[src/hw/rtl/bts_pkg.sv]
// Shared types and constants of the bucket tag sort engine.
// Holds the controller/datapath command and status structs; no dependencies.
package bts_pkg;

    localparam int VALUE_W   = 16;  // width of the value ports
    localparam int TAG_W     = 3;   // width of the bucket tag
    localparam int TAG_SCALE = 5;   // tag = floor(value * TAG_SCALE / largest)
    localparam int DIV_STEPS = 3;   // quotient bits resolved by the tag divider

    // Commands from the controller to the datapath.
    typedef struct packed {
        logic load;       // an input item is transferred this cycle
        logic load_last;  // the transferred item closes the set
        logic rd_i;       // read the entry at the outer sort index
        logic ld_v;       // latch the key, start the inner walk
        logic cmp_step;   // one inner step of the insertion sort
        logic out_init;   // rewind the index for the output pass
        logic out_rd;     // read the entry to be emitted
        logic div_start;  // start the tag division on the read entry
        logic emit;       // present one result
    } t_cmd;

    // Status from the datapath to the controller.
    typedef struct packed {
        logic i_done;     // outer index has reached the item count
        logic shift;      // inner walk moves the compared entry up
        logic div_done;   // tag divider has finished
        logic out_last;   // current output is the final one of the run
    } t_status;

endpackage

[src/hw/rtl/bucket_tag_sort_engine.sv]
// Top level of the bucket tag sort engine.
// Joins bts_ctrl and bts_datapath; uses bts_pkg for the shared command types.
//
// Usage. Values are loaded one per transfer: an item is taken at a rising
// clock edge where start is high and busy is low. Up to MAX_ITEMS values are
// kept; further values are dropped until the set closes. The running
// maximum is tracked while loading. An item with i_is_last high closes the
// set and raises busy on the next cycle.
// The block then insertion-sorts the stored values in place in its value
// memory, one compare per cycle during each inner walk, and afterwards walks
// the sorted set. For each entry a restoring divider forms the tag
// floor(value*5/max), or 0 when the maximum is 0, and the result appears on
// o_sorted_value, o_bucket and o_last_out for exactly one cycle with
// o_strobe high. o_last_out marks the final result of the run. The receiver
// cannot stall: each strobe is a completed transfer.
// For n stored values the sort moves at most n(n-1)/2 elements, and for each
// result the output pass does a memory read, a divider start, the divider's
// three steps and its done flag.
// busy falls with the final strobe, with count and maximum cleared for the next set.
// Reset (synchronous, active low) empties the set and returns to loading;
// the memory needs no clearing pass since only written entries are read.
module bucket_tag_sort_engine #(
    parameter int MAX_ITEMS  = 16,
    parameter int VALUE_BITS = 16
) (
    input  logic                          i_clk,
    input  logic                          i_rst_n,
    input  logic                          start,
    output logic                          busy,
    input  logic [bts_pkg::VALUE_W-1:0]   i_value,
    input  logic                          i_is_last,
    output logic                          o_strobe,
    output logic [bts_pkg::VALUE_W-1:0]   o_sorted_value,
    output logic [bts_pkg::TAG_W-1:0]     o_bucket,
    output logic                          o_last_out
);
    import bts_pkg::*;

    // Only the low VALUE_BITS bits of a value count, and no more than the
    // port carries, so the memory is no wider than that.
    localparam int STORE_BITS = (VALUE_BITS < VALUE_W) ? VALUE_BITS : VALUE_W;

    t_cmd    cmd;
    t_status status;

    bts_ctrl u_ctrl (
        .i_clk     (i_clk),
        .i_rst_n   (i_rst_n),
        .i_start   (start),
        .i_is_last (i_is_last),
        .i_status  (status),
        .o_cmd     (cmd),
        .o_busy    (busy)
    );

    bts_datapath #(
        .MAX_ITEMS  (MAX_ITEMS),
        .STORE_BITS (STORE_BITS)
    ) u_datapath (
        .i_clk          (i_clk),
        .i_rst_n        (i_rst_n),
        .i_cmd          (cmd),
        .i_value        (i_value),
        .o_status       (status),
        .o_strobe       (o_strobe),
        .o_sorted_value (o_sorted_value),
        .o_bucket       (o_bucket),
        .o_last_out     (o_last_out)
    );

endmodule

[src/hw/rtl/bts_tag_div.sv]
// Iterative restoring divider for the bucket tag, one quotient bit per cycle.
// Depends on bts_pkg for the tag width and step count.
module bts_tag_div #(
    parameter int DEN_BITS = 16
) (
    input  logic                         i_clk,
    input  logic                         i_rst_n,
    input  logic                         i_start,
    input  logic [DEN_BITS+2:0]          i_num,
    input  logic [DEN_BITS-1:0]          i_den,
    output logic [bts_pkg::TAG_W-1:0]    o_quot,
    output logic                         o_done
);
    import bts_pkg::*;

    localparam int NUM_W = DEN_BITS + TAG_W;

    logic [NUM_W-1:0]    r_rem;
    logic [DEN_BITS-1:0] r_den;
    logic [1:0]          r_step;
    logic [TAG_W-1:0]    r_quot;
    logic                r_run;
    logic                r_done;
    logic [NUM_W-1:0]    trial;
    logic                take;

    assign trial = NUM_W'(r_den) << r_step;
    // A zero divisor only occurs with a zero numerator; the tag is then 0.
    assign take  = (r_den != '0) && (r_rem >= trial);

    always_ff @(posedge i_clk) begin
        if (!i_rst_n) begin
            r_run  <= 1'b0;
            r_done <= 1'b0;
        end else begin
            r_done <= 1'b0;
            if (i_start) begin
                r_run <= 1'b1;
            end else if (r_run && (r_step == 2'd0)) begin
                r_run  <= 1'b0;
                r_done <= 1'b1;
            end
        end
    end

    always_ff @(posedge i_clk) begin
        if (i_start) begin
            r_rem  <= i_num;
            r_den  <= i_den;
            r_quot <= '0;
            r_step <= 2'(DIV_STEPS - 1);
        end else if (r_run) begin
            if (take) begin
                r_rem          <= r_rem - trial;
                r_quot[r_step] <= 1'b1;
            end
            if (r_step != 2'd0) begin
                r_step <= r_step - 2'd1;
            end
        end
    end

    assign o_quot = r_quot;
    assign o_done = r_done;

endmodule

[src/hw/rtl/bts_datapath.sv]
// Datapath of the bucket tag sort engine: value memory, counters, running
// maximum, insertion sort walk, tag divider and result registers. Uses bts_pkg.
module bts_datapath #(
    parameter int MAX_ITEMS  = 16,
    parameter int STORE_BITS = 16
) (
    input  logic                          i_clk,
    input  logic                          i_rst_n,
    input  bts_pkg::t_cmd                 i_cmd,
    input  logic [bts_pkg::VALUE_W-1:0]   i_value,
    output bts_pkg::t_status              o_status,
    output logic                          o_strobe,
    output logic [bts_pkg::VALUE_W-1:0]   o_sorted_value,
    output logic [bts_pkg::TAG_W-1:0]     o_bucket,
    output logic                          o_last_out
);
    import bts_pkg::*;

    localparam int AW    = $clog2(MAX_ITEMS);
    localparam int CW    = $clog2(MAX_ITEMS + 1);
    localparam int NUM_W = STORE_BITS + TAG_W;

    logic [STORE_BITS-1:0] r_mem [MAX_ITEMS];
    logic [STORE_BITS-1:0] r_rdata;
    logic [STORE_BITS-1:0] r_v;
    logic [STORE_BITS-1:0] r_max;
    logic [CW-1:0]         r_count;
    logic [CW-1:0]         r_i;
    logic [AW-1:0]         r_j;

    logic                  r_strobe;
    logic [VALUE_W-1:0]    r_sorted_value;
    logic [TAG_W-1:0]      r_bucket;
    logic                  r_last_out;

    logic [STORE_BITS-1:0] in_val;
    logic                  full;
    logic                  shift;
    logic                  out_last;
    logic                  wr_en;
    logic [AW-1:0]         wr_addr;
    logic [STORE_BITS-1:0] wr_data;
    logic                  rd_en;
    logic [AW-1:0]         rd_addr;
    logic [NUM_W-1:0]      div_num;
    logic [TAG_W-1:0]      div_quot;
    logic                  div_done;

    assign in_val   = i_value[STORE_BITS-1:0];
    assign full     = (r_count == CW'(MAX_ITEMS));
    assign shift    = (r_j != '0) && (r_rdata > r_v);
    assign out_last = ((r_i + CW'(1)) == r_count);

    // One write port and one read port on the value memory.
    always_comb begin
        wr_en   = 1'b0;
        wr_addr = r_j;
        wr_data = r_v;
        rd_en   = 1'b0;
        rd_addr = r_i[AW-1:0];
        if (i_cmd.load && !full) begin
            wr_en   = 1'b1;
            wr_addr = r_count[AW-1:0];
            wr_data = in_val;
        end
        if (i_cmd.rd_i || i_cmd.out_rd) begin
            rd_en = 1'b1;
        end
        if (i_cmd.ld_v) begin
            rd_en   = 1'b1;
            rd_addr = r_i[AW-1:0] - AW'(1);
        end
        if (i_cmd.cmp_step) begin
            wr_en = 1'b1;
            if (shift) begin
                wr_data = r_rdata;
                rd_en   = 1'b1;
                rd_addr = r_j - AW'(2);
            end
        end
    end

    always_ff @(posedge i_clk) begin
        if (wr_en) begin
            r_mem[wr_addr] <= wr_data;
        end
        if (rd_en) begin
            r_rdata <= r_mem[rd_addr];
        end
    end

    always_ff @(posedge i_clk) begin
        if (!i_rst_n) begin
            r_count  <= '0;
            r_max    <= '0;
            r_i      <= '0;
            r_strobe <= 1'b0;
        end else begin
            r_strobe <= i_cmd.emit;
            if (i_cmd.load && !full) begin
                r_count <= r_count + CW'(1);
                if (in_val > r_max) begin
                    r_max <= in_val;
                end
            end
            if (i_cmd.emit && out_last) begin
                r_count <= '0;
                r_max   <= '0;
            end
            if (i_cmd.load_last) begin
                r_i <= CW'(1);
            end else if (i_cmd.out_init) begin
                r_i <= '0;
            end else if ((i_cmd.cmp_step && !shift) || i_cmd.emit) begin
                r_i <= r_i + CW'(1);
            end
        end
    end

    always_ff @(posedge i_clk) begin
        if (i_cmd.ld_v) begin
            r_v <= r_rdata;
            r_j <= r_i[AW-1:0];
        end else if (i_cmd.cmp_step && shift) begin
            r_j <= r_j - AW'(1);
        end
        if (i_cmd.emit) begin
            r_sorted_value <= VALUE_W'(r_rdata);
            r_bucket       <= div_quot;
            r_last_out     <= out_last;
        end
    end

    assign div_num = NUM_W'(r_rdata) * NUM_W'(TAG_SCALE);

    bts_tag_div #(
        .DEN_BITS (STORE_BITS)
    ) u_tag_div (
        .i_clk   (i_clk),
        .i_rst_n (i_rst_n),
        .i_start (i_cmd.div_start),
        .i_num   (div_num),
        .i_den   (r_max),
        .o_quot  (div_quot),
        .o_done  (div_done)
    );

    assign o_status.i_done   = (r_i >= r_count);
    assign o_status.shift    = shift;
    assign o_status.div_done = div_done;
    assign o_status.out_last = out_last;

    assign o_strobe       = r_strobe;
    assign o_sorted_value = r_sorted_value;
    assign o_bucket       = r_bucket;
    assign o_last_out     = r_last_out;

    a_count_range: assert property (@(posedge i_clk) disable iff (!i_rst_n)
        r_count <= CW'(MAX_ITEMS))
        else $error("item count exceeds the store depth");

    a_run_clears: assert property (@(posedge i_clk) disable iff (!i_rst_n)
        i_cmd.emit && out_last |=> (r_count == '0) && (r_max == '0))
        else $error("count or maximum not cleared after the final result");

    a_max_tracks: assert property (@(posedge i_clk) disable iff (!i_rst_n)
        i_cmd.load && !full |=> r_max >= $past(in_val))
        else $error("running maximum below a stored value");

    a_emit_after_div: assert property (@(posedge i_clk) disable iff (!i_rst_n)
        i_cmd.emit |-> div_done)
        else $error("result emitted before the tag division finished");

endmodule

[src/hw/rtl/bts_ctrl.sv]
// Controller of the bucket tag sort engine: sequences load, sort and output.
// Issues bts_pkg::t_cmd to the datapath and reads bts_pkg::t_status back.
module bts_ctrl (
    input  logic             i_clk,
    input  logic             i_rst_n,
    input  logic             i_start,
    input  logic             i_is_last,
    input  bts_pkg::t_status i_status,
    output bts_pkg::t_cmd    o_cmd,
    output logic             o_busy
);
    import bts_pkg::*;

    typedef enum logic [2:0] {
        ST_LOAD,
        ST_SORT_CHK,
        ST_SORT_LD,
        ST_SORT_CMP,
        ST_OUT_RD,
        ST_OUT_DIV,
        ST_OUT_WAIT
    } t_state;

    t_state r_state;
    t_state n_state;
    logic   r_busy;

    always_comb begin
        o_cmd   = '0;
        n_state = r_state;
        case (r_state)
            ST_LOAD: begin
                o_cmd.load      = i_start;
                o_cmd.load_last = i_start && i_is_last;
                if (i_start && i_is_last) begin
                    n_state = ST_SORT_CHK;
                end
            end
            ST_SORT_CHK: begin
                if (i_status.i_done) begin
                    o_cmd.out_init = 1'b1;
                    n_state        = ST_OUT_RD;
                end else begin
                    o_cmd.rd_i = 1'b1;
                    n_state    = ST_SORT_LD;
                end
            end
            ST_SORT_LD: begin
                o_cmd.ld_v = 1'b1;
                n_state    = ST_SORT_CMP;
            end
            ST_SORT_CMP: begin
                o_cmd.cmp_step = 1'b1;
                if (!i_status.shift) begin
                    n_state = ST_SORT_CHK;
                end
            end
            ST_OUT_RD: begin
                o_cmd.out_rd = 1'b1;
                n_state      = ST_OUT_DIV;
            end
            ST_OUT_DIV: begin
                o_cmd.div_start = 1'b1;
                n_state         = ST_OUT_WAIT;
            end
            ST_OUT_WAIT: begin
                o_cmd.emit = i_status.div_done;
                if (i_status.div_done) begin
                    n_state = i_status.out_last ? ST_LOAD : ST_OUT_RD;
                end
            end
            default: begin
                n_state = ST_LOAD;
            end
        endcase
    end

    always_ff @(posedge i_clk) begin
        if (!i_rst_n) begin
            r_state <= ST_LOAD;
            r_busy  <= 1'b0;
        end else begin
            r_state <= n_state;
            r_busy  <= (n_state != ST_LOAD);
        end
    end

    assign o_busy = r_busy;

    a_busy_state: assert property (@(posedge i_clk) disable iff (!i_rst_n)
        r_busy == (r_state != ST_LOAD))
        else $error("busy flag disagrees with the controller state");

    a_no_load_busy: assert property (@(posedge i_clk) disable iff (!i_rst_n)
        r_busy |-> !o_cmd.load)
        else $error("item taken while busy");

    a_last_starts_sort: assert property (@(posedge i_clk) disable iff (!i_rst_n)
        o_cmd.load_last |=> r_busy && (r_state == ST_SORT_CHK))
        else $error("final item did not start the sort");

endmodule
[config.mk]
export PLATFORM = sky130hd
export DESIGN_NAME = bucket_tag_sort_engine
export DESIGN_NICKNAME = d
export VERILOG_FILES = /design/src/hw/rtl/bts_pkg.sv /design/src/hw/rtl/bucket_tag_sort_engine.sv /design/src/hw/rtl/bts_tag_div.sv /design/src/hw/rtl/bts_datapath.sv /design/src/hw/rtl/bts_ctrl.sv
export SDC_FILE = /design/constraint.sdc
export NUM_CORES = 1
export LEC_CHECK = 0
export ABC_AREA = 1
export BUFFER_PORTS_ARGS = -buffer_cell sky130_fd_sc_hd__buf_4
export CAP_MARGIN = 20
export CORE_AREA = 2 2 185 224
export CTS_CLUSTER_DIAMETER = 120
export CTS_CLUSTER_SIZE = 40
export DETAILED_ROUTE_END_ITERATION = 8
export DIE_AREA = 0 0 187 226
export HOLD_SLACK_MARGIN = 0.08
export PLACE_DENSITY_LB_ADDON = 0.15
export SETUP_SLACK_MARGIN = 0.05
export SLEW_MARGIN = 5
export SYNTH_ARGS = -nofsm -noshare
export SYNTH_HDL_FRONTEND = slang
export SYNTH_SLANG_ARGS = --single-unit
[constraint.sdc]
create_clock -name i_clk -period 7.25 [get_ports i_clk]
set_clock_uncertainty 0.2 [all_clocks]
set_input_delay 1.45 -clock i_clk [delete_from_list [all_inputs] [get_ports i_clk]]
set_output_delay 1.45 -clock i_clk [all_outputs]
set_load 0.01 [all_outputs]
==> results.txt, run 1 <==
Seq/Total Area, Yosys -> 57.6%
Max-Cap Viols -> 0
Final worst setup slack -> 2.48 ns
Post-synthesis cell count -> 2019
CTS tree -> yes
Area of the die -> 0.0423 mm²
GR Overflow Total -> 0
Comb pwr share -> 38.7%
Peak supply drop -> 0.270 mV
CTS Sinks -> 385
F_max -> 0.210 GHz
CP Capture Type -> flop
Startpoint types -> input pin
Finished Cell Area -> 0.0208 mm²
Row count -> 81
Reg power frac -> 45.6%
Die X -> 187 µm
P_leak -> 8.66 nW
Setup violations, final -> 0
Clk_lat worst skew -> 0.54 ns
Post-CTS Repair Setup Buffers -> 0
CTS root buffer -> clkbuf_16
Vias/cell -> 5.42
TritonCTS buffer count -> 13
Internal -> 0.00392 W
Most common cell after layout, fill and taps aside -> nand2_1
WP data arrival -> 4.74 ns
Hold WC Path Type -> reg2reg
Final Hold Viols -> 0
Initial antenna violation count -> 0
Setup_tns -> 0 ns
Clock Power Share -> 15.6%
Yosys warnings -> 0
Clk slew on worst S/H paths -> 0.15 ns
Gp weighted congestion -> 0.885
Core area -> 0.0402 mm²
HPWL after DPL -> 35.5 mm
Slew HR -> 27.1%
Ratio of cells with drive above 1 in the final layout -> 6.55%
Tcrit/Tclk final -> 65.8%
Via count -> 13.9k
Hold buffers post-CTS -> 0
Residual DRC -> 0
Pre-antenna DRT Iters -> 7
Synth Cell Area -> 0.0194 mm²
CTS resizes -> 0
Multi-input gate area -> 0.00677 mm²
Die height -> 226 µm
Psw -> 0.00254 W
Antenna-violating nets left -> 0
Antenna Cells -> 0
Sw Ratio -> 39.3%
Area growth from synthesis to layout -> 7.23%
Largest net degree at the start of global routing -> 65
Power Total -> 0.00646 W
Most frequent cells in the layout -> nand2_1, edfxtp_1, inv_1
Fill count -> 3684
Starting DRC count in detailed routing -> 1133
Initial Utilization -> 48.2%
Seq. cell area -> 0.0112 mm²
CP Class -> in2reg
Clock Tree Buf Depth -> 3
Placed inst area -> 0.0204 mm²
Port bufs -> 41
Fin nets -> 2141
H-tree levels -> 1
Minimum clock period -> 4.77 ns
Unrepaired setup endpoints after global routing -> no
Post-synthesis register bit count -> 385
Per-cell routed wire length -> 20.0 µm
Post-Syn Area per Cell -> 9.61 µm²
Min Hold Slack -> 0.250 ns
Fin. max-slew vios -> 0
Power Density -> 310 mW/mm²
Crit-path max FO -> 27
Number of distinct library cells after synthesis -> 39
WL final -> 51.3 mm
WP data required -> 7.22 ns
GRT Total Usage -> 24.3%
Placement Setup Slack -> 1.94 ns
Status -> completed
Mapped Nets -> 2136
Number of global-route vias before repair -> 13.3k
First-pass GRT wire length -> 77.8 mm
# IOs -> 42
Worst-margin pin slew -> 1.09 ns
[area by class of cell]
class	instances	share of cell area (%)
multi-input combinational	1212	32.5
clock buffer	19	1.72
inverter	345	6.22
tap	539	3.24
sequential	385	53.7
timing repair buffer	67	2.47
clock inverter	2	0.0782
[state kept, by name, indices dropped and copies added (netlist names)]
register                     count
u_datapath.r_mem               256
u_datapath.o_sorted_value       16
u_datapath.u_tag_div.r_run       1
u_datapath.u_tag_div.r_step      2
u_datapath.r_max                16
u_datapath.u_tag_div.o_quot      3
u_datapath.u_tag_div.r_den      16
u_datapath.o_bucket              3
u_datapath.r_i                   5
u_datapath.o_strobe              1
u_datapath.u_tag_div.o_done      1
u_datapath.r_j                   4
u_ctrl.r_state                   3
u_datapath.u_tag_div.r_rem      19
u_datapath.r_count               5
u_datapath.o_last_out            1
u_datapath.r_rdata              16
u_ctrl.o_busy                    1
u_datapath.r_v                  16
[path summary, 6_finish.rpt]
path / from / end / slack (ns) / cells after the start
max: start / u_datapath.r_mem[8][7]$_DFFE_PP_ / 2.48 / 8
min: u_datapath.r_max[7]$_SDFFE_PP0P_ / u_datapath.u_tag_div.r_den[7]$_DFFE_PP_ / 0.25 / 0
max reg2reg: u_datapath.r_rdata[11]$_DFFE_PP_ / u_datapath.r_rdata[3]$_DFFE_PP_ / 2.63 / 14
min reg2reg: u_datapath.r_max[7]$_SDFFE_PP0P_ / u_datapath.u_tag_div.r_den[7]$_DFFE_PP_ / 0.25 / 0
[synth_stat cells (all sizes together)]
library cell	number	area (µm²)
a211oi	3	22.5
a21boi	4	30.0
a21o	4	30.0
a21oi	90	450
a31oi	18	113
buf	41	199
clkbuf	36	135
clkinv	1	3.75
dfxtp	38	761
edfxtp	347	10400
fa	2	40.0
ha	95	1190
inv	344	1290
mux2i	2	20.0
nand2	399	1500
nand3	283	1430
nand3b	48	360
nand4	15	93.8
nor2	77	289
nor3	10	72.6
nor3b	1	7.51
nor4	8	50.1
o211ai	4	30.0
o21a	2	15.0
o21ai	115	594
o21bai	4	30.0
o221ai	1	8.76
o31ai	1	7.51
or2	5	31.3
xnor2	7	61.3
xor2	14	123
[critical path: stages]
cell and delay, ns:
buf_4 0.11, nand2_1 0.05, nor2_1 0.06, nand2_1 0.66
inv_1 0.54, o21ai_0 0.60, nand3_1 0.45, nor2_2 0.79
[power by group through the flow]
stage	clock network, W	logic, W	registers, W
3_5_place_dp	0	0.00249	0.00300
2_1_floorplan	0	0.00170	0.00292
3_3_place_gp	0	0.00244	0.00299
4_1_cts	0.00103	0.00250	0.00295
6_report	0.00101	0.00250	0.00295
5_1_grt	0.00110	0.00279	0.00297
[per-layer routing]
metal	vias to the layer above	part of all wire, %	GRT usage, %	wire (µm)
li1	6801	-	-	-
met1	6620	39	29.0	20200
met2	402	51	44.3	26000
met3	103	4.6	2.16	2370
met4	0	5.4	11.8	2780
met5	-	0	0	0
[stage by stage]
stage	instances	util (%)
6_report	2569	51.7
5_1_grt	2569	51.7
4_1_cts	2568	51.7
3_5_place_dp	2547	50.8
3_3_place_gp	2546	50.7
2_1_floorplan	2019	-
[cell families (layout without fill, tap and decap cells)]
family	Yosys count	in the layout	synth area share (%)
xor gates and xnor gates	21	21	0.948
DFF	385	385	57.6
adders and majority gates	97	97	6.33
muxes	2	2	0.103
buffers and inverters	422	433	8.39
AOI/OAI and AO/OA	246	246	6.86
and+or+nand+nor	846	846	19.8
Power figures use the tool's default switching activity.
==> run 2: changes to the inputs <==
==> constraint.sdc (replaced) <==
create_clock -name i_clk -period 4.2 [get_ports i_clk]
set_clock_uncertainty 0.2 [all_clocks]
set_input_delay 0.84 -clock i_clk [delete_from_list [all_inputs] [get_ports i_clk]]
set_output_delay 0.84 -clock i_clk [all_outputs]
set_load 0.01 [all_outputs]
==> results.txt, run 2 (synthesis gave the netlist of run 1 again) <==
Residual DRC -> 0 (unchanged)
Met3 Usage GRT -> 2.07% (was 2.16%)
Via count -> 14.1k (was 13.9k)
Placed insts -> 2586 (was 2547)
Clock Tree Buf Depth -> 3 (unchanged)
WL final -> 52.0 mm (was 51.3 mm)
Minimum clock period -> 3.68 ns
TritonCTS buffer count -> 13 (unchanged)
GR Overflow Total -> 0 (unchanged)
Slew HR -> 32.2% (was 27.1%)
Clk slew on worst S/H paths -> 0.12 ns (was 0.15 ns)
Crit-path max FO -> 19 (was 27)
Antenna-violating nets left -> 0 (unchanged)
Post-CTS Repair Setup Buffers -> 0 (unchanged)
WP data required -> 4.22 ns (was 7.22 ns)
Max-Cap Viols -> 0 (unchanged)
Finished Cell Area -> 0.0211 mm² (was 0.0208 mm²)
Per-cell routed wire length -> 19.9 µm (was 20.0 µm)
H-tree levels -> 1 (unchanged)
Hold WC Path Type -> reg2reg (unchanged)
Busiest grt layer -> met2 (unchanged)
Vias/cell -> 5.39 (was 5.42)
Setup_tns -> 0 ns (unchanged)
Setup violations, final -> 0 (unchanged)
Worst-margin pin slew -> 1.02 ns (was 1.09 ns)
Number of global-route vias before repair -> 13.8k (was 13.3k)
Critical path, cell by cell -> inv_1 -> o21ai_0 -> o21ai_0 -> ha_1 -> nand2_1 -> inv_1 -> nand3_1 -> nor4_1 -> nand4_1 -> nand4_1 -> nand2_1 -> o21ai_1 -> buf_4 (was buf_4 -> nand2_1 -> nor2_1 -> nand2_1 -> inv_1 -> o21ai_0 -> nand3_1 -> nor2_2)
CTS tree -> yes (unchanged)
CTS resizes -> 0 (unchanged)
Clk_lat worst skew -> 0.55 ns (was 0.54 ns)
Status -> completed (unchanged)
Non-filler instance count after layout -> 2607 (was 2569)
Fin. max-slew vios -> 0 (unchanged)
Top Family by Delay on Critical Path -> simple AND/OR/NAND/NOR gates (unchanged)
Die height -> 226 µm (unchanged)
Placement Setup Slack -> 0.546 ns (was 1.94 ns)
Area of the die -> 0.0423 mm² (unchanged)
Largest net degree at the start of global routing -> 58 (was 65)
Hold buffers post-CTS -> 0 (unchanged)
F_max -> 0.272 GHz
Peak supply drop -> 0.360 mV (was 0.270 mV)
# IOs -> 42 (unchanged)
Most common cell after layout, fill and taps aside -> nand2_1 (unchanged)
Final worst setup slack -> 0.519 ns (was 2.48 ns)
Starting DRC count in detailed routing -> 1110 (was 1133)
Regs by FF count -> u_datapath.r_mem: 256 flops, u_datapath.u_tag_div.r_rem: 19 flops (unchanged)
CP Class -> reg2reg (was in2reg)
Die X -> 187 µm (unchanged)
Antenna Cells -> 0 (unchanged)
Gp weighted congestion -> 0.902 (was 0.885)
WP data arrival -> 3.70 ns (was 4.74 ns)
CTS root buffer -> clkbuf_16 (unchanged)
First-pass GRT wire length -> 79.3 mm (was 77.8 mm)
Fin nets -> 2179 (was 2141)
Grt met1 use -> 30.0% (was 29.0%)
P_leak -> 8.87 nW (was 8.66 nW)
Tcrit/Tclk final -> 87.6%
Worst path bufs/invs -> 3 (was 2)
Final Hold Viols -> 0 (unchanged)
Largest register FFs -> 256 (unchanged)
Met2 usage -> 45.8% (was 44.3%)
Slowest cell delay on critical path -> 0.52 ns (was 0.79 ns)
GRT Total Usage -> 24.6% (was 24.3%)
Initial Utilization -> 48.2% (unchanged)
Startpoint types -> flop (was input pin)
Port bufs -> 41 (unchanged)
Core area -> 0.0402 mm² (unchanged)
Pre-antenna DRT Iters -> 7 (unchanged)
Register with the most flip-flops -> u_datapath.r_mem (unchanged)
CP Capture Type -> flop (unchanged)
Unrepaired setup endpoints after global routing -> no (unchanged)
Row count -> 81 (unchanged)
Ratio of cells with drive above 1 in the final layout -> 7.64% (was 6.55%)
HPWL after DPL -> 35.3 mm (was 35.5 mm)
Area growth from synthesis to layout -> 8.60% (was 7.23%)
Power Density -> 528 mW/mm² (was 310 mW/mm²)
Initial antenna violation count -> 0 (unchanged)
R2r setup slk -> 0.52 ns (was 2.63 ns)
CTS Sinks -> 385 (unchanged)
Placed inst area -> 0.0207 mm² (was 0.0204 mm²)
Crit-path slowest cell -> dfxtp_1 (was nor2_2)
Most frequent cells in the layout -> nand2_1, edfxtp_1, inv_1 (unchanged)
[run 2: path summary, 6_finish.rpt]
check / from / endpoint / depth (start not counted)
worst max register to register: u_datapath.u_tag_div.r_step[0]$_SDFFE_PP0P_ / u_datapath.u_tag_div.r_rem[11]$_DFFE_PP_ / 13
worst min-delay path: u_datapath.r_max[8]$_SDFFE_PP0P_ / u_datapath.u_tag_div.r_den[8]$_DFFE_PP_ / 0
worst max-delay path: u_datapath.u_tag_div.r_step[0]$_SDFFE_PP0P_ / u_datapath.u_tag_div.r_rem[11]$_DFFE_PP_ / 13
worst min register to register: u_datapath.r_max[8]$_SDFFE_PP0P_ / u_datapath.u_tag_div.r_den[8]$_DFFE_PP_ / 0
[run 2: power breakdown]
group          switching (W)  total [W]  internal, W
clock network        0.00113    0.00175     0.000617
logic                0.00288    0.00432      0.00144
registers           0.000232    0.00506      0.00482
total                0.00425     0.0111      0.00688
[run 2: final cells by class]
type | count | area (µm²)
Sequential cell | 385 | 11200
Clock buffer | 20 | 362
Multi-Input combinational cell | 1212 | 6660
Clock inverter | 1 | 16.3
Fill cell | 3694 | 19200
Inverter | 345 | 1290
Tap cell | 539 | 674
Timing Repair Buffer | 105 | 888
[run 2: worst reg2reg max path: cells and delay by family (launching register included)]
family          cells  cell delay (ns)
simple gates        6             0.86
flops               1             0.52
fa+ha+maj           1             0.40
compound gates      3             0.65
buf+inv             3             0.74
[run 2: per-stage QoR]
step / utilization (%) / hold WS (ns) / total power (W)
finish: 52.4 / 0.247 / 0.0111
global route: 52.4 / 0.259 / 0.0119
CTS: 52.4 / 0.249 / 0.0112
detailed placement: 51.4 / 0.217 / 0.00947
global placement: 51.4 / 0.215 / 0.00941
floorplan: - / 0.208 / 0.00797
[run 2: metal layers]
metal  up-vias  wire length [µm]  part of all wire [%]
met5         -                 0                     0
met4         0              1710                   3.3
met3        78              2420                   4.6
met2       394             26700                    51
met1      6710             21200                    41
li1       6873                 -                     -
